**src/hdl/mft_pkg.sv**
```systemverilog
// ----------------------------------------------------------------------------
// mft_pkg: shared types and constants for the motor feedback tracker
// Item formats, op codes, link modes, register indexes and reset values.
// ----------------------------------------------------------------------------
`default_nettype none

package mft_pkg;

  // item kinds
  localparam logic [1:0] OP_TICK        = 2'd0;
  localparam logic [1:0] OP_FRAME       = 2'd1;
  localparam logic [1:0] OP_COMMAND     = 2'd2;
  localparam logic [1:0] OP_RESET_TURNS = 2'd3;

  // configuration register indexes
  localparam int unsigned CFG_INDEX_W = 1;
  localparam logic [CFG_INDEX_W-1:0] CFG_CURRENT_LIMIT = 1'd0;
  localparam logic [CFG_INDEX_W-1:0] CFG_TIMEOUT_TICKS = 1'd1;
  localparam int unsigned CFG_DATA_W = 16;

  localparam logic [14:0] CURRENT_LIMIT_RESET = 15'd16384;
  localparam logic [15:0] TIMEOUT_RESET       = 16'd5000;

  // encoder wrap bands
  localparam logic [12:0] LOW_BAND  = 13'd2048;
  localparam logic [12:0] HIGH_BAND = 13'd6144;

  localparam logic [16:0]        SILENCE_MAX = 17'h1FFFF;
  localparam logic signed [31:0] TURN_MAX    = 32'sh7FFF_FFFF;
  localparam logic signed [31:0] TURN_MIN    = 32'sh8000_0000;

  typedef enum logic [1:0] {
    MODE_DISC = 2'd0,
    MODE_IDLE = 2'd1,
    MODE_RUN  = 2'd2
  } mode_t;

  typedef struct packed {
    logic [1:0]         op;
    logic signed [15:0] command_current;
    logic [12:0]        feedback_angle;
    logic signed [15:0] feedback_velocity;
    logic signed [15:0] feedback_current;
  } in_item_t;

  typedef struct packed {
    logic signed [15:0] drive_current;
    logic               link_up;
    mode_t              mode;
    logic [12:0]        angle;
    logic signed [15:0] velocity;
    logic signed [15:0] measured_current;
    logic signed [31:0] turns;
  } result_t;

endpackage

`default_nettype wire

```
**src/hdl/mft_stream_if.sv**
```systemverilog
// ----------------------------------------------------------------------------
// mft_stream_if: valid/ready channel
// Carries one item per handshake; an item moves when valid and ready are high.
// ----------------------------------------------------------------------------
`default_nettype none

interface mft_stream_if #(
  parameter type payload_t = logic
);
  logic     valid;
  logic     ready;
  payload_t payload;

  modport source (output valid, output payload, input ready);
  modport sink (input valid, input payload, output ready);
endinterface

`default_nettype wire

```
**src/hdl/motor_feedback_tracker_current_limiter_core.sv**
```systemverilog
// ----------------------------------------------------------------------------
// motor_feedback_tracker_current_limiter_core: motor link tracker and clamp
// Tracks link state, feedback and turn count of one motor; clamps commands.
// ----------------------------------------------------------------------------
// Usage:
//   item_in carries one item per handshake: a tick, a feedback frame, a
//   current command or a turn-count reset. result_out returns exactly one
//   result per item: the tracker state after that item.
//   cfg_we/cfg_index/cfg_data write current_limit (index 0) and
//   timeout_ticks (index 1); write only while no item is in flight.
// Registers and throughput:
//   An accepted item is held in the input register, and its result is written
//   into the output register once that register is free to take it.
//   One item per cycle sustained while result_out is ready; the state update
//   for an item is combinational compare/increment logic, so back-to-back items chain cleanly.
// Reset (rst, synchronous):
//   Link down, all state zero, limit 16384, timeout 5000, both stages empty.
// Stalls:
//   While result_out is held, the pending result and one input item stay
//   registered; item_in.ready drops only when both stages are full.
// ----------------------------------------------------------------------------
`default_nettype none

module motor_feedback_tracker_current_limiter_core (
  input  wire logic                                clk,
  input  wire logic                                rst,
  mft_stream_if.sink                               item_in,
  mft_stream_if.source                             result_out,
  input  wire logic                                cfg_we,
  input  wire logic [mft_pkg::CFG_INDEX_W-1:0]     cfg_index,
  input  wire logic [mft_pkg::CFG_DATA_W-1:0]      cfg_data
);

  // configuration
  logic [14:0] current_limit;
  logic [15:0] timeout_ticks;

  // input register
  logic              in_valid;
  mft_pkg::in_item_t cur;

  // output register
  logic            out_valid;
  mft_pkg::result_t result;

  // tracker state
  mft_pkg::mode_t     link_mode, link_mode_next;
  logic signed [15:0] target_reg, target_next;
  logic [12:0]        angle_reg, angle_next;
  logic signed [15:0] velocity_reg, velocity_next;
  logic signed [15:0] current_reg, current_next;
  logic signed [31:0] turn_count, turn_next;
  logic [16:0]        silence_count, silence_next;
  logic               seen_frame, seen_next;

  logic               proc_fire;
  logic signed [16:0] cmd_ext, lim_pos, lim_neg, cmd_clamped;

  assign proc_fire     = in_valid && (!out_valid || result_out.ready);
  assign item_in.ready = !in_valid || proc_fire;

  assign result_out.valid   = out_valid;
  assign result_out.payload = result;

  always_ff @(posedge clk) begin
    if (rst) begin
      current_limit <= mft_pkg::CURRENT_LIMIT_RESET;
      timeout_ticks <= mft_pkg::TIMEOUT_RESET;
    end else if (cfg_we) begin
      case (cfg_index)
        mft_pkg::CFG_CURRENT_LIMIT: current_limit <= cfg_data[14:0];
        mft_pkg::CFG_TIMEOUT_TICKS: timeout_ticks <= cfg_data[15:0];
        default: ;
      endcase
    end
  end

  always_ff @(posedge clk) begin
    if (rst) begin
      in_valid <= 1'b0;
    end else if (item_in.ready) begin
      in_valid <= item_in.valid;
    end
  end

  always_ff @(posedge clk) begin
    if (item_in.ready && item_in.valid) begin
      cur <= item_in.payload;
    end
  end

  // clamp to +/- limit in 17 bits so -limit never overflows
  assign cmd_ext = {cur.command_current[15], cur.command_current};
  assign lim_pos = $signed({2'b00, current_limit});
  assign lim_neg = -lim_pos;

  always_comb begin
    if (cmd_ext > lim_pos) begin
      cmd_clamped = lim_pos;
    end else if (cmd_ext < lim_neg) begin
      cmd_clamped = lim_neg;
    end else begin
      cmd_clamped = cmd_ext;
    end
  end

  always_comb begin
    link_mode_next = link_mode;
    target_next    = target_reg;
    angle_next     = angle_reg;
    velocity_next  = velocity_reg;
    current_next   = current_reg;
    turn_next      = turn_count;
    silence_next   = silence_count;
    seen_next      = seen_frame;
    case (cur.op)
      mft_pkg::OP_TICK: begin
        if (silence_count != mft_pkg::SILENCE_MAX) begin
          silence_next = silence_count + 17'd1;
        end
        if (silence_next > {1'b0, timeout_ticks}) begin
          link_mode_next = mft_pkg::MODE_DISC;
        end
        if (link_mode_next == mft_pkg::MODE_DISC) begin
          target_next = '0;
        end
      end
      mft_pkg::OP_FRAME: begin
        angle_next    = cur.feedback_angle;
        velocity_next = cur.feedback_velocity;
        current_next  = cur.feedback_current;
        silence_next  = '0;
        if (link_mode == mft_pkg::MODE_DISC) begin
          link_mode_next = mft_pkg::MODE_IDLE;
        end
        // first frame only primes the previous angle
        if (!seen_frame) begin
          seen_next = 1'b1;
        end else if (cur.feedback_angle < mft_pkg::LOW_BAND &&
                     angle_reg > mft_pkg::HIGH_BAND) begin
          if (turn_count != mft_pkg::TURN_MAX) begin
            turn_next = turn_count + 32'sd1;
          end
        end else if (cur.feedback_angle > mft_pkg::HIGH_BAND &&
                     angle_reg < mft_pkg::LOW_BAND) begin
          if (turn_count != mft_pkg::TURN_MIN) begin
            turn_next = turn_count - 32'sd1;
          end
        end
      end
      mft_pkg::OP_COMMAND: begin
        if (link_mode != mft_pkg::MODE_DISC) begin
          link_mode_next = mft_pkg::MODE_RUN;
          target_next    = cmd_clamped[15:0];
        end
      end
      mft_pkg::OP_RESET_TURNS: begin
        turn_next = '0;
      end
      default: ;
    endcase
  end

  always_ff @(posedge clk) begin
    if (rst) begin
      link_mode     <= mft_pkg::MODE_DISC;
      target_reg    <= '0;
      angle_reg     <= '0;
      velocity_reg  <= '0;
      current_reg   <= '0;
      turn_count    <= '0;
      silence_count <= '0;
      seen_frame    <= 1'b0;
    end else if (proc_fire) begin
      link_mode     <= link_mode_next;
      target_reg    <= target_next;
      angle_reg     <= angle_next;
      velocity_reg  <= velocity_next;
      current_reg   <= current_next;
      turn_count    <= turn_next;
      silence_count <= silence_next;
      seen_frame    <= seen_next;
    end
  end

  always_ff @(posedge clk) begin
    if (rst) begin
      out_valid <= 1'b0;
    end else if (proc_fire) begin
      out_valid <= 1'b1;
    end else if (result_out.ready) begin
      out_valid <= 1'b0;
    end
  end

  always_ff @(posedge clk) begin
    if (proc_fire) begin
      result.drive_current    <= target_next;
      result.link_up          <= (link_mode_next != mft_pkg::MODE_DISC);
      result.mode             <= link_mode_next;
      result.angle            <= angle_next;
      result.velocity         <= velocity_next;
      result.measured_current <= current_next;
      result.turns            <= turn_next;
    end
  end

  // target is always zero while the link is down
  a_disc_target_zero: assert property (@(posedge clk) disable iff (rst)
    (link_mode == mft_pkg::MODE_DISC) |-> (target_reg == 16'sd0))
    else $error("target nonzero while link down");

  // a processed frame always leaves the link up with silence cleared
  a_frame_link: assert property (@(posedge clk) disable iff (rst)
    (proc_fire && cur.op == mft_pkg::OP_FRAME) |=>
      (silence_count == 17'd0 && link_mode != mft_pkg::MODE_DISC))
    else $error("frame did not bring link up");

  // turn count moves by at most one unless explicitly reset
  a_turn_step: assert property (@(posedge clk) disable iff (rst)
    (proc_fire && cur.op != mft_pkg::OP_RESET_TURNS) |=>
      ((turn_count - $past(turn_count)) == 32'sd0 ||
       (turn_count - $past(turn_count)) == 32'sd1 ||
       (turn_count - $past(turn_count)) == -32'sd1))
    else $error("turn count jumped");

  // state only changes when an item is processed
  a_state_hold: assert property (@(posedge clk) disable iff (rst)
    !proc_fire |=> ($stable(link_mode) && $stable(turn_count) &&
                    $stable(silence_count) && $stable(target_reg)))
    else $error("state changed without an item");

  // published link flag agrees with the published mode
  a_link_flag: assert property (@(posedge clk) disable iff (rst)
    out_valid |-> (result.link_up == (result.mode != mft_pkg::MODE_DISC)))
    else $error("link_up disagrees with mode");

endmodule

`default_nettype wire

```
**src/flat_wrapper.sv**
```systemverilog
// flat-port wrapper written by rule: the top's interface ports become plain ports
module motor_feedback_tracker_current_limiter_core_flat import mft_pkg::*;
  (clk, rst, cfg_we, cfg_index, cfg_data, item_in_valid, item_in_payload, item_in_ready, result_out_valid, result_out_payload, result_out_ready);
  mft_stream_if #(.payload_t(in_item_t)) item_in_i ();
  mft_stream_if #(.payload_t(result_t)) result_out_i ();
  input  wire logic clk;
  input  wire logic rst;
  input  wire logic cfg_we;
  input  wire logic [mft_pkg::CFG_INDEX_W-1:0] cfg_index;
  input  wire logic [mft_pkg::CFG_DATA_W-1:0] cfg_data;
  input wire logic [$bits(item_in_i.valid)-1:0] item_in_valid;
  input wire logic [$bits(item_in_i.payload)-1:0] item_in_payload;
  output wire logic [$bits(item_in_i.ready)-1:0] item_in_ready;
  output wire logic [$bits(result_out_i.valid)-1:0] result_out_valid;
  output wire logic [$bits(result_out_i.payload)-1:0] result_out_payload;
  input wire logic [$bits(result_out_i.ready)-1:0] result_out_ready;
  assign item_in_i.valid = item_in_valid;
  assign item_in_i.payload = item_in_payload;
  assign item_in_ready = item_in_i.ready;
  assign result_out_valid = result_out_i.valid;
  assign result_out_payload = result_out_i.payload;
  assign result_out_i.ready = result_out_ready;
  motor_feedback_tracker_current_limiter_core u_core (.clk(clk), .rst(rst), .item_in(item_in_i), .result_out(result_out_i), .cfg_we(cfg_we), .cfg_index(cfg_index), .cfg_data(cfg_data));
endmodule
```
**config.mk**
```make
export PLATFORM = sky130hd
export DESIGN_NAME = motor_feedback_tracker_current_limiter_core_flat
export DESIGN_NICKNAME = d
export VERILOG_FILES = /design/src/hdl/mft_pkg.sv /design/src/hdl/mft_stream_if.sv /design/src/hdl/motor_feedback_tracker_current_limiter_core.sv /design/src/flat_wrapper.sv
export SDC_FILE = /design/constraint.sdc
export NUM_CORES = 1
export LEC_CHECK = 0
export BUFFER_PORTS_ARGS = -buffer_cell sky130_fd_sc_hd__buf_2
export CELL_PAD_IN_SITES_DETAIL_PLACEMENT = 1
export CELL_PAD_IN_SITES_GLOBAL_PLACEMENT = 1
export CORE_UTILIZATION = 25
export CTS_CLUSTER_SIZE = 10
export DETAILED_ROUTE_END_ITERATION = 12
export PLACE_DENSITY_LB_ADDON = 0.1
export SYNTH_ARGS = -nofsm -noshare
export SYNTH_HDL_FRONTEND = slang
export SYNTH_SLANG_ARGS = --single-unit
```
**constraint.sdc**
```tcl
create_clock -name clk -period 6.15 [get_ports clk]
set_input_delay 0 -clock clk [delete_from_list [all_inputs] [get_ports clk]]
set_output_delay 0 -clock clk [all_outputs]
set_load 0.03 [all_outputs]
```
==> flow_summary.toml <==
[global_routing]
antenna_found_initial = 0
grt_start_max_net_pins = 64
grt_pass1_wl_microns = 77400
overflow = 0
grtUsageTotal_pct = 16.4
first_global_vias = 13400

[finish]
fin_util_pct = 31.7
final_nets = 2003
antenna_cells = 0
syn_to_final_growth_pct = 25.1
final_cell_mix = "nand2_1, buf_2, edfxtp_1"
largest_reg_flops = 96
fillerInstances = 6797
layout_commonest_cell = "nand2_1"
drive_above_1_share_pct = 14.4

[sta]
fin_skew_ns = 0.0191
worst_pin_slew_ns = 1.09
hold_ws_ns = 0.0703
setup_slack_ns = 1.35
setup_tns_ns = 0
setup_viol = 0
hold_violations = 0
fin_crit_ns = 4.80
max_freq_ghz = 0.208
slew_viol_final = 0
finalCritPeriodShare_pct = 78.0
relSlewSlack_pct = 25.8
rsz0062_at_grt = "no"

[power_and_ir_drop]
p_sw_uw = 1340
swShare_pct = 26.5
ir_drop_mv = 0.150
leakage_uw = 0.00700
p_seq_share_pct = 44.7
power-per-cell-area_mw_per_mm2 = 271
p_clk_share_pct = 43.5
comb_power_share_pct = 11.8
internal_power_uw = 3730

[synth]
yosysSeqAreaShare_pct = 51.4
syn-cell-area_sq_mm = 0.0150
synthArstFlopShare_pct = 0
ys_types = 68
ys.flop_type = "edfxtp_1"
synth_edf_count = 159
syn-num-nets = 1774
synth_area_per_cell_sq_um = 9.15
syn_inst = 1637
yosysTopAreaCellShare_pct = 31.9
yosys.area.top_type = "edfxtp_1"
synth-seq-cells = 305
synth_area_leaders = "edfxtp_1, dfxtp_1, nand2_1, ha_1, a21oi_1"
yosys_warnings = 0

[run_status]
outcome = "finished, violations left"
violations = "DRC"

[floorplanning]
die_x_microns = 247
ios = 183
die_area_sq_mm = 0.0609
dieHeight_microns = 247
start_util_pct = 25.3
core_sq_mm = 0.0591
rows = 89

[clocking]
cts_buffer_depth = 3
cts-root-buf = "clkbuf_16"
cts_setup_buffers = 0
h-tree-depth = 2
clk_pin_slew_ns = 0.06
clock_latency_ns = 0.56
cts_buffers = 39
numClockSinks = 305
cts_tree = "yes"

[route]
post_drt_via_cell_ratio = 4.75
drtAntennaViolNets = 0
drt_iter0_drc = 519
wl_microns = 49700
post-route-drc-count = 9
wl_per_cell_microns = 18.6
vias = 12700
first_pass_iters = 9

[place]
gp_congestion = 0.818
dp_hpwl_microns = 34400
io_buffers = 182
post-place-ws_ns = 1.28

[min_path]
hold_path.class = "input port to flop"

[job]
drv_cap = 0

[critical_path]
worstSetupEndpointType = "flop"
start_kind = "flop"
required_ns = 6.55
crit_fanout = 23
reg2reg_slack_ns = 1.35
path_class = "flop to flop"
crit_arrival_ns = 5.20
logic make-up (layout without fill, tap and decap cells):
| group | Yosys count | count (layout) | share of synthesized area, % |
|---|---|---|---|
| fa+ha+maj | 52 | 52 | 4.34 |
| mux | 7 | 7 | 0.484 |
| xor+xnor | 69 | 69 | 4.03 |
| compound gates | 324 | 324 | 13.6 |
| buf+inv | 164 | 423 | 4.20 |
| flops | 305 | 305 | 51.4 |
| simple gates | 716 | 716 | 22.0 |
area by class of cell:
type | count | area (sq um) | area share (%)
inverters | 65 | 246 | 1.32
flip-flops and latches | 305 | 7700 | 41.1
repair buffers | 287 | 1920 | 10.3
clock inverters | 10 | 116 | 0.621
multi-input cells | 1168 | 6700 | 35.8
well taps | 773 | 967 | 5.16
clock buffers | 61 | 1090 | 5.81
Yosys cell counts (32+ instances only):
master      n
nand2_1   336
edfxtp_1  159
dfxtp_1   146
nor3_1     37
inv_1      64
nand4_1    32
ha_1       52
o21ai_0    48
a21oi_1   126
nand3_1    63
xnor2_1    40
nor2_1    122
clkbuf_1   87
worst paths after layout:
path	startpoint	to	depth (start not counted)
setup / recovery	u_core.silence_count[3]	u_core.target_reg[9]	15
hold / removal	cfg_we	u_core.timeout_ticks[4]	4
setup reg to reg	u_core.silence_count[3]	u_core.target_reg[9]	15
hold reg to reg	u_core.target_reg[15]	u_core.target_reg[15]	2
through the flow:
step	instances	area, sq um	power (uW)
2_1_floorplan	1637	15000	2660
3_3_place_gp	2510	16700	2860
4_1_cts	2669	18700	5180
6_report	2669	18700	5070
5_1_grt	2669	18700	5320
3_5_place_dp	2510	16700	2870
power groups by stage:
stage / Sequential, uW / Combinational (uW) / Clock (uW)
6_report: 2270 / 597 / 2200
5_1_grt: 2280 / 665 / 2380
4_1_cts: 2270 / 608 / 2300
3_5_place_dp: 2310 / 561 / 0
3_3_place_gp: 2310 / 554 / 0
2_1_floorplan: 2350 / 309 / 0
metal layers:
layer	part of all wire (%)	wire length [microns]	up-vias	GRT usage [%]
met3	3.0	1520	63	2.54
met2	48	24100	159	28.0
met1	46	23000	6183	21.2
li1	-	-	6267	-
met5	0	0	-	0
met4	2.3	1140	0	4.68
critical path, stage by stage (launching register included):
cell and delay [ns]:
dfxtp_1 0.38, and4_1 0.21, and3_1 0.24, a31oi_1 0.72, and2_1 0.24, and3_1 0.23, xor2_1 0.10, ha_1 0.30
nand4_1 0.18, nor4_1 0.40, o31ai_1 0.14, a31oi_1 0.33, o31ai_2 0.12, buf_4 0.22, o21ai_1 0.63, o221ai_1 0.20
repair_timing:
action	4_1_cts	5_1_grt
gates resized for setup	0	0
hold endpoints to repair	132	0
hold buffers	88	0
(Power assumes the default switching activity.)
